File: config.mk
export PLATFORM = sky130hd
export DESIGN_NAME = clock_time_set_editor
export DESIGN_NICKNAME = d
export VERILOG_FILES = /design/src/rtl/ctse_pkg.sv /design/src/rtl/clock_time_set_editor.sv
export SDC_FILE = /design/constraint.sdc
export NUM_CORES = 1
export LEC_CHECK = 0
export ABC_CLOCK_PERIOD_IN_PS = 7700
export BUFFER_PORTS_ARGS = -buffer_cell sky130_fd_sc_hd__buf_4
export CAP_MARGIN = 5
export CORE_MARGIN = 2
export CORE_UTILIZATION = 50
export DETAILED_ROUTE_END_ITERATION = 12
export PLACE_DENSITY = 0.72
export SKIP_LAST_GASP = 1
export SLEW_MARGIN = 10
export SYNTH_ARGS = -nofsm -noshare
export SYNTH_HDL_FRONTEND = slang
export SYNTH_SLANG_ARGS = --single-unit
File: constraint.sdc
create_clock -name clk -period 7.7 [get_ports clk]
set_input_delay 1.54 -clock clk [delete_from_list [all_inputs] [get_ports clk]]
set_output_delay 1.54 -clock clk [all_outputs]
set_load 0.01 [all_outputs]
File: src/rtl/ctse_pkg.sv
// Package with command codes, field indexes and calendar helpers for the clock time-set editor.
`default_nettype none
package ctse_pkg;

	// Commands carried in the input tuser.
	typedef enum logic [2:0] {
		CMD_TOGGLE = 3'd0,
		CMD_NEXT   = 3'd1,
		CMD_INC    = 3'd2,
		CMD_DEC    = 3'd3,
		CMD_LOAD   = 3'd4,
		CMD_TICK   = 3'd5
	} cmd_t;

	// Field selection codes.
	localparam logic [2:0] FLD_YEAR   = 3'd0;
	localparam logic [2:0] FLD_MONTH  = 3'd1;
	localparam logic [2:0] FLD_DAY    = 3'd2;
	localparam logic [2:0] FLD_HOUR   = 3'd3;
	localparam logic [2:0] FLD_MINUTE = 3'd4;
	localparam logic [2:0] FLD_SECOND = 3'd5;

	localparam logic [15:0] BLINK_PERIOD_RST = 16'd500;

	// Date and time as held in the block.
	typedef struct packed {
		logic [6:0] year;
		logic [3:0] month;
		logic [4:0] day;
		logic [4:0] hour;
		logic [5:0] minute;
		logic [5:0] second;
	} datetime_t;

	// Days in a month; a year is leap when divisible by four and not zero.
	function automatic logic [4:0] month_len(input logic [3:0] m, input logic [6:0] y);
		logic [4:0] len;
		begin
			case (m)
				4'd2: len = ((y[1:0] == 2'b00) && (y != 7'd0)) ? 5'd29 : 5'd28;
				4'd4, 4'd6, 4'd9, 4'd11: len = 5'd30;
				default: len = 5'd31;
			endcase
			return len;
		end
	endfunction

endpackage
`default_nettype wire

File: src/rtl/clock_time_set_editor.sv
// Top level of the clock time-set editor: input register, edit logic and result register.
// A request waits in the input register and enters the result register once that register is free or being drained.
// Throughput: one request per cycle while the result stream is not stalled; all edit logic sits between the registers.
// The input register holds one request while a result waits; with both full and m_axis_tready low the input stalls.
// Reset (arst_n low, asynchronous): date 00-01-01 00:00:00, display mode, year selected,
// blink phase 0, tick count 0, blink period 500, both pipeline stages empty.
`default_nettype none
module clock_time_set_editor (
	input  wire logic        clk,
	input  wire logic        arst_n,
	// Configuration write: blink period in ticks.
	input  wire logic        cfg_valid,
	output logic             cfg_ready,
	input  wire logic [15:0] cfg_data,
	// Input stream.
	input  wire logic        s_axis_tvalid,
	output logic             s_axis_tready,
	// tdata: load_year[6:0], load_month[10:7], load_day[15:11], load_hour[20:16],
	//        load_minute[26:21], load_second[32:27], zero[39:33]
	input  wire logic [39:0] s_axis_tdata,
	// tuser: command[2:0]
	input  wire logic [2:0]  s_axis_tuser,
	// Result stream.
	output logic             m_axis_tvalid,
	input  wire logic        m_axis_tready,
	// tdata: year[6:0], month[10:7], day[15:11], hour[20:16], minute[26:21],
	//        second[32:27], selected_field[35:33], setting_mode[36], blink_phase[37],
	//        write_back[38], zero[39]
	output logic [39:0]      m_axis_tdata
);
	import ctse_pkg::*;

	logic        valid_s1;
	logic [2:0]  cmd_s1;
	datetime_t   load_s1;
	logic        adv;

	datetime_t   dt_q;
	logic        mode_q;
	logic [2:0]  sel_q;
	logic        blink_q;
	logic [15:0] tick_q;
	logic [15:0] period_q;
	logic        out_valid_q;
	logic [38:0] out_q;

	datetime_t   dt_d;
	logic        mode_d;
	logic [2:0]  sel_d;
	logic        blink_d;
	logic [15:0] tick_d;
	logic        wb_d;

	// Handshakes: stage 1 moves on whenever the result register is free or being drained.
	assign cfg_ready     = 1'b1;
	assign adv           = !out_valid_q || m_axis_tready;
	assign s_axis_tready = !valid_s1 || adv;

	// Input register.
	always_ff @(posedge clk or negedge arst_n) begin
		if (!arst_n) begin
			valid_s1 <= 1'b0;
		end else if (s_axis_tready) begin
			valid_s1 <= s_axis_tvalid;
		end
	end

	always_ff @(posedge clk) begin
		if (s_axis_tvalid && s_axis_tready) begin
			cmd_s1         <= s_axis_tuser;
			load_s1.year   <= s_axis_tdata[6:0];
			load_s1.month  <= s_axis_tdata[10:7];
			load_s1.day    <= s_axis_tdata[15:11];
			load_s1.hour   <= s_axis_tdata[20:16];
			load_s1.minute <= s_axis_tdata[26:21];
			load_s1.second <= s_axis_tdata[32:27];
		end
	end

	// Edit logic: next state for the request in stage 1.
	always_comb begin
		logic [6:0]  v;
		logic [6:0]  lo;
		logic [6:0]  hi;
		logic [15:0] tick_inc;
		logic [4:0]  len;
		logic        edited;

		dt_d     = dt_q;
		mode_d   = mode_q;
		sel_d    = sel_q;
		blink_d  = blink_q;
		tick_d   = tick_q;
		wb_d     = 1'b0;
		edited   = 1'b0;
		v        = 7'd0;
		lo       = 7'd0;
		hi       = 7'd59;
		tick_inc = tick_q + 16'd1;

		case (cmd_s1)
			CMD_TOGGLE: begin
				if (!mode_q) begin
					mode_d = 1'b1;
					sel_d  = FLD_YEAR;
				end else begin
					mode_d = 1'b0;
					wb_d   = 1'b1;
				end
			end
			CMD_NEXT: begin
				if (mode_q) begin
					sel_d = (sel_q >= FLD_SECOND) ? FLD_YEAR : sel_q + 3'd1;
				end
			end
			CMD_INC, CMD_DEC: begin
				if (mode_q) begin
					edited = 1'b1;
					// Current value and its range for the selected field.
					case (sel_q)
						FLD_YEAR: begin
							v  = dt_q.year;
							hi = 7'd99;
						end
						FLD_MONTH: begin
							v  = {3'd0, dt_q.month};
							lo = 7'd1;
							hi = 7'd12;
						end
						FLD_DAY: begin
							v  = {2'd0, dt_q.day};
							lo = 7'd1;
							hi = {2'd0, month_len(dt_q.month, dt_q.year)};
						end
						FLD_HOUR: begin
							v  = {2'd0, dt_q.hour};
							hi = 7'd23;
						end
						FLD_MINUTE: v = {1'b0, dt_q.minute};
						default: v = {1'b0, dt_q.second};
					endcase
					if (cmd_s1 == CMD_INC) begin
						v = (v >= hi) ? lo : v + 7'd1;
					end else begin
						v = (v <= lo) ? hi : v - 7'd1;
					end
					case (sel_q)
						FLD_YEAR:   dt_d.year   = v;
						FLD_MONTH:  dt_d.month  = v[3:0];
						FLD_DAY:    dt_d.day    = v[4:0];
						FLD_HOUR:   dt_d.hour   = v[4:0];
						FLD_MINUTE: dt_d.minute = v[5:0];
						default:    dt_d.second = v[5:0];
					endcase
				end
			end
			CMD_LOAD: begin
				if (!mode_q) begin
					edited      = 1'b1;
					dt_d.year   = (load_s1.year > 7'd99) ? 7'd0 : load_s1.year;
					dt_d.month  = (load_s1.month == 4'd0 || load_s1.month > 4'd12) ?
						4'd1 : load_s1.month;
					dt_d.day    = load_s1.day;
					dt_d.hour   = (load_s1.hour > 5'd23) ? 5'd0 : load_s1.hour;
					dt_d.minute = (load_s1.minute > 6'd59) ? 6'd0 : load_s1.minute;
					dt_d.second = (load_s1.second > 6'd59) ? 6'd0 : load_s1.second;
				end
			end
			CMD_TICK: begin
				tick_d = tick_inc;
				if (tick_inc >= period_q) begin
					tick_d  = 16'd0;
					blink_d = !blink_q;
				end
			end
			default: begin
			end
		endcase

		// Day wrap against the month length after any edit.
		len = month_len(dt_d.month, dt_d.year);
		if (edited && (dt_d.day > len || dt_d.day == 5'd0)) begin
			dt_d.day = 5'd1;
		end
	end

	// State and configuration registers.
	always_ff @(posedge clk or negedge arst_n) begin
		if (!arst_n) begin
			dt_q     <= '{year: 7'd0, month: 4'd1, day: 5'd1, hour: 5'd0,
				minute: 6'd0, second: 6'd0};
			mode_q   <= 1'b0;
			sel_q    <= FLD_YEAR;
			blink_q  <= 1'b0;
			tick_q   <= 16'd0;
			period_q <= BLINK_PERIOD_RST;
		end else begin
			if (cfg_valid && cfg_ready) begin
				period_q <= cfg_data;
			end
			if (valid_s1 && adv) begin
				dt_q    <= dt_d;
				mode_q  <= mode_d;
				sel_q   <= sel_d;
				blink_q <= blink_d;
				tick_q  <= tick_d;
			end
		end
	end

	// Result register.
	always_ff @(posedge clk or negedge arst_n) begin
		if (!arst_n) begin
			out_valid_q <= 1'b0;
		end else if (adv) begin
			out_valid_q <= valid_s1;
		end
	end

	always_ff @(posedge clk) begin
		if (valid_s1 && adv) begin
			out_q <= {wb_d, blink_d, mode_d, sel_d, dt_d.second, dt_d.minute, dt_d.hour,
				dt_d.day, dt_d.month, dt_d.year};
		end
	end

	assign m_axis_tvalid = out_valid_q;
	assign m_axis_tdata  = {1'b0, out_q};

endmodule
`default_nettype wire
==> flow_summary.html <==
<table>
<tr><th>Metric</th><th>Value</th></tr>
<tr><th colspan="2">Cells and area</th></tr>
<tr><td>Most used cells in the layout excluding fill and tap cells</td><td>sky130_fd_sc_hd__nand2_1 (107), sky130_fd_sc_hd__buf_4 (101), sky130_fd_sc_hd__edfxtp_1 (75), sky130_fd_sc_hd__o21ai_0 (65), sky130_fd_sc_hd__dfrtp_1 (64)</td></tr>
<tr><td>Growth of design area from synthesis to finish</td><td>19.0%</td></tr>
<tr><td>Most common cell after layout, fill and taps aside</td><td>sky130_fd_sc_hd__nand2_1</td></tr>
<tr><td>Post-layout nets</td><td>955</td></tr>
<tr><td>Proportion of layout cells with a drive suffix above 1</td><td>21.8%</td></tr>
<tr><th colspan="2">Yosys</th></tr>
<tr><td>Seq/Total Area, Yosys</td><td>50.9%</td></tr>
<tr><td>Syn avg cell area</td><td>10.4 sq um</td></tr>
<tr><td>Number of enable-type register cells in the synthesized netlist</td><td>75</td></tr>
<tr><td>Predominant post-synthesis flop cell</td><td>sky130_fd_sc_hd__edfxtp_1</td></tr>
<tr><td>Cell area after technology mapping</td><td>0.00798 sq mm</td></tr>
<tr><td>#FFs+latches synth</td><td>147</td></tr>
<tr><td>Yosys synthesis warning count</td><td>0</td></tr>
<tr><td>Share of async-settable or async-resettable flops after synthesis</td><td>49.0%</td></tr>
<tr><td>Count of unique library cells instantiated by Yosys</td><td>78</td></tr>
<tr><td>Net count after synthesis</td><td>865</td></tr>
<tr><td>Count of mapped cells out of synthesis</td><td>767</td></tr>
<tr><th colspan="2">Clocking</th></tr>
<tr><td>CTS tree</td><td>built</td></tr>
<tr><td>Hold Buf Count CTS</td><td>0</td></tr>
<tr><td>Setup Fix Bufs, Post-CTS</td><td>0</td></tr>
<tr><td>Clock transition time at the flip-flop clock pins of the worst setup and hold paths</td><td>0.06 ns</td></tr>
<tr><td>Total CTS buffers</td><td>17</td></tr>
<tr><td>Worst-Skew Late Latency</td><td>0.43 ns</td></tr>
<tr><td>Deepest level of the CTS H-tree</td><td>4</td></tr>
<tr><td>Clock sinks</td><td>147</td></tr>
<tr><td>Cell at the root of the clock tree</td><td>sky130_fd_sc_hd__clkbuf_16</td></tr>
<tr><td>Maximum count of clock buffers along a single path</td><td>2</td></tr>
<tr><td>Resize count post-CTS</td><td>0</td></tr>
<tr><th colspan="2">Detailed routing</th></tr>
<tr><td># DRC</td><td>0</td></tr>
<tr><td>Drt wl/cell</td><td>18.1 um</td></tr>
<tr><td>DRC marker count from the first detailed-route iteration</td><td>531</td></tr>
<tr><td>DRT antenna net count</td><td>0</td></tr>
<tr><td>Total Wirelength</td><td>19,700 um</td></tr>
<tr><td>Vias after detailed routing</td><td>6,302</td></tr>
<tr><td>Vias per std cell</td><td>5.80</td></tr>
<tr><td>First drt pass iteration count</td><td>5</td></tr>
<tr><th colspan="2">Worst setup path</th></tr>
<tr><td>Worst EP arrival</td><td>7.01 ns</td></tr>
<tr><td>CP Class</td><td>reg -&gt; reg</td></tr>
<tr><td>Startpoint class of the critical path</td><td>register</td></tr>
<tr><td>CP required</td><td>7.86 ns</td></tr>
<tr><td>Critical path peak fanout</td><td>21</td></tr>
<tr><td>Crit path capture type</td><td>register</td></tr>
<tr><th colspan="2">STA</th></tr>
<tr><td>Final-report max-slew violation count</td><td>0</td></tr>
<tr><td>Post-layout minimum cycle time</td><td>6.86 ns</td></tr>
<tr><td>Final Cycle Share</td><td>89.1%</td></tr>
<tr><td>Clock Skew</td><td>0.00831 ns</td></tr>
<tr><td>Post-route setup TNS</td><td>0 ns</td></tr>
<tr><td>Fmax</td><td>0.146 GHz</td></tr>
<tr><td>Endpoints failing setup</td><td>0</td></tr>
<tr><td>Count of final hold-check violations</td><td>0</td></tr>
<tr><td>Worst-Margin Slew</td><td>1.08 ns</td></tr>
<tr><td>RSZ-0062 raised after global routing</td><td>no</td></tr>
<tr><td>Hold_ws</td><td>0.503 ns</td></tr>
<tr><td>Worst relative slew slack</td><td>27.9%</td></tr>
<tr><th colspan="2">Floorplanning</th></tr>
<tr><td>Starting density of the core</td><td>50.8%</td></tr>
<tr><td>Die height</td><td>130 um</td></tr>
<tr><td>Number of rows in the core area</td><td>46</td></tr>
<tr><td>Die Span X</td><td>130 um</td></tr>
<tr><td>CORE AREA</td><td>0.0157 sq mm</td></tr>
<tr><td>Die ar.</td><td>0.0170 sq mm</td></tr>
<tr><td>Io pins</td><td>107</td></tr>
<tr><th colspan="2">Power and ir drop</th></tr>
<tr><td>Power density of the placed cells</td><td>428 mW/mm^2</td></tr>
<tr><td>Overall power of the completed layout</td><td>4070 uW</td></tr>
<tr><td>Leakage power of the design</td><td>0.00406 uW</td></tr>
<tr><td>Worst IR Drop VDD</td><td>247 uV</td></tr>
<tr><th colspan="2">Global route</th></tr>
<tr><td>Number of antenna violations at the first check in global routing</td><td>0</td></tr>
<tr><td>Number of global-route vias before repair</td><td>6,115</td></tr>
<tr><td>Global-route wire length before repair</td><td>31,600 um</td></tr>
<tr><td>GR Util All Layers</td><td>24.5%</td></tr>
<tr><td>Maximum number of pins on one net before global-route repair</td><td>73</td></tr>
<tr><td>Overall overflow remaining after global route</td><td>0</td></tr>
<tr><th colspan="2">Worst hold path</th></tr>
<tr><td>Hold crit path type</td><td>reg -&gt; reg</td></tr>
<tr><th colspan="2">Placement</th></tr>
<tr><td># port buffers</td><td>97</td></tr>
<tr><td>Hpwl dp</td><td>14,000 um</td></tr>
<tr><td>Weighted congestion at the end of routability-driven global placement</td><td>0.953</td></tr>
<tr><th colspan="2">Run status</th></tr>
<tr><td>Outcome</td><td>finished clean</td></tr>
<tr><th colspan="2">Run</th></tr>
<tr><td>Max-cap check violation count</td><td>0</td></tr>
</table>
==> kinds of logic (layout without fill, tap and decap cells) <==
logic type	Yosys count	in the layout	share of synthesized area (%)
AOI/OAI and AO/OA	205	205	18.6
xor gates and xnor gates	17	17	1.87
adders and majority gates	34	34	5.33
buffers and inverters	76	179	4.09
DFF	147	147	50.9
muxes	27	27	3.72
other	2	3	0.0941
and+or+nand+nor	259	259	15.4
==> cell usage after synthesis, types with 3 or more instances <==
library cell | n | area (sq um)
sky130_fd_sc_hd__a32o_1 | 3 | 30.0
sky130_fd_sc_hd__a211oi_1 | 7 | 52.6
sky130_fd_sc_hd__inv_2 | 5 | 18.8
sky130_fd_sc_hd__edfxtp_1 | 75 | 2250
sky130_fd_sc_hd__o221ai_1 | 4 | 35.0
sky130_fd_sc_hd__nand2b_1 | 9 | 56.3
sky130_fd_sc_hd__and3_1 | 9 | 56.3
sky130_fd_sc_hd__dfstp_2 | 8 | 210
sky130_fd_sc_hd__and2_1 | 7 | 43.8
sky130_fd_sc_hd__a21oi_1 | 22 | 110
sky130_fd_sc_hd__a32oi_1 | 11 | 96.3
sky130_fd_sc_hd__a31oi_1 | 6 | 37.5
sky130_fd_sc_hd__or4_1 | 3 | 22.5
sky130_fd_sc_hd__nand2_1 | 107 | 402
sky130_fd_sc_hd__o21ai_1 | 4 | 20.0
sky130_fd_sc_hd__inv_1 | 40 | 150
sky130_fd_sc_hd__o21ai_0 | 65 | 325
sky130_fd_sc_hd__ha_1 | 34 | 425
sky130_fd_sc_hd__o2111ai_1 | 7 | 61.3
sky130_fd_sc_hd__nor3_1 | 10 | 50.1
sky130_fd_sc_hd__clkbuf_1 | 21 | 78.8
sky130_fd_sc_hd__o211ai_1 | 9 | 67.6
sky130_fd_sc_hd__nor2b_1 | 3 | 18.8
sky130_fd_sc_hd__a21o_1 | 11 | 82.6
sky130_fd_sc_hd__xor2_1 | 6 | 52.6
sky130_fd_sc_hd__a22oi_1 | 18 | 135
sky130_fd_sc_hd__or2_2 | 5 | 31.3
sky130_fd_sc_hd__dfrtp_1 | 64 | 1600
sky130_fd_sc_hd__mux2i_1 | 6 | 60.1
sky130_fd_sc_hd__buf_2 | 3 | 15.0
sky130_fd_sc_hd__a221o_1 | 3 | 30.0
sky130_fd_sc_hd__nand3_1 | 30 | 150
sky130_fd_sc_hd__o31ai_1 | 5 | 37.5
sky130_fd_sc_hd__nand4_1 | 8 | 50.1
sky130_fd_sc_hd__xnor2_1 | 11 | 96.3
sky130_fd_sc_hd__a22o_1 | 3 | 26.3
sky130_fd_sc_hd__buf_6 | 4 | 45.0
sky130_fd_sc_hd__nor2_1 | 51 | 191
sky130_fd_sc_hd__mux2_2 | 21 | 236
==> final timing paths <==
check,slack [ns],cells past startpoint,start,to
setup / recovery,0.84,21,sel_q[2],out_q[13]
hold / removal,0.50,1,blink_q,blink_q
setup reg to reg,0.84,21,sel_q[2],out_q[13]
hold reg to reg,0.50,1,blink_q,blink_q
max in group asynchronous,5.84,1,arst_n,dt_q[1]
min in group asynchronous,1.26,1,arst_n,period_q[15]
==> flip-flops by register name, indices dropped and copies added (netlist names) <==
| name | flops |
|---|---|
| blink_q | 1 |
| cmd_s1 | 3 |
| dt_q | 33 |
| load_s1 | 33 |
| m_axis_tvalid | 1 |
| mode_q | 1 |
| out_q | 39 |
| period_q | 16 |
| sel_q | 3 |
| tick_q | 16 |
| valid_s1 | 1 |
==> power by group <==
part,internal [uW],switching (uW)
Sequential,1040,163
Clock,574,325
Combinational,718,1240
Total,2340,1730
==> final cells by class <==
type / instances / area [sq um]
fillers: 1305 / 6210
flip-flops and latches: 147 / 4060
multi-input cells: 544 / 3590
repair buffers: 101 / 758
clock buffers: 19 / 433
well taps: 216 / 270
clock inverters: 13 / 208
inverters: 46 / 173
diodes: 1 / 2.50
==> metal layers <==
metal | vias up | part of all wire, % | track usage [%]
met3 | 58 | 6.1 | 6.77
met4 | 0 | 3.7 | 10.3
met5 | - | 0 | 0
met1 | 2997 | 42 | 31.8
li1 | 3013 | - | -
met2 | 234 | 48 | 39.1
==> critical path: stages (launching register included) <==
cell                       delay (ns)
sky130_fd_sc_hd__dfrtp_1         0.79
sky130_fd_sc_hd__inv_2           0.24
sky130_fd_sc_hd__ha_1            0.43
sky130_fd_sc_hd__a32oi_1         0.23
sky130_fd_sc_hd__o21ai_0         0.23
sky130_fd_sc_hd__mux2i_1         0.44
sky130_fd_sc_hd__inv_2           0.15
sky130_fd_sc_hd__ha_1            0.34
sky130_fd_sc_hd__a21oi_1         0.14
sky130_fd_sc_hd__o21ai_0         0.10
sky130_fd_sc_hd__a211oi_1        0.61
sky130_fd_sc_hd__o21ai_0         0.21
sky130_fd_sc_hd__o221a_2         0.39
sky130_fd_sc_hd__o21ai_0         0.53
sky130_fd_sc_hd__o21ai_0         0.15
sky130_fd_sc_hd__o311ai_1        0.12
sky130_fd_sc_hd__a31oi_1         0.15
sky130_fd_sc_hd__ha_1            0.34
sky130_fd_sc_hd__a21oi_1         0.14
sky130_fd_sc_hd__o21ai_0         0.17
sky130_fd_sc_hd__nor4_4          0.56
sky130_fd_sc_hd__nor2_1          0.09
==> metrics by stage <==
stage               instances  setup slack, ns  util (%)  area (sq um)
floorplan                 767             2.52         -          7980
global placement         1054             1.09      56.4          8860
detailed placement       1054             1.04      56.4          8860
CTS                      1086            0.997      60.4          9500
global route             1086            0.438      60.4          9500
finish                   1087            0.841      60.5          9500
No activity file was read; power rests on OpenSTA's default activity.
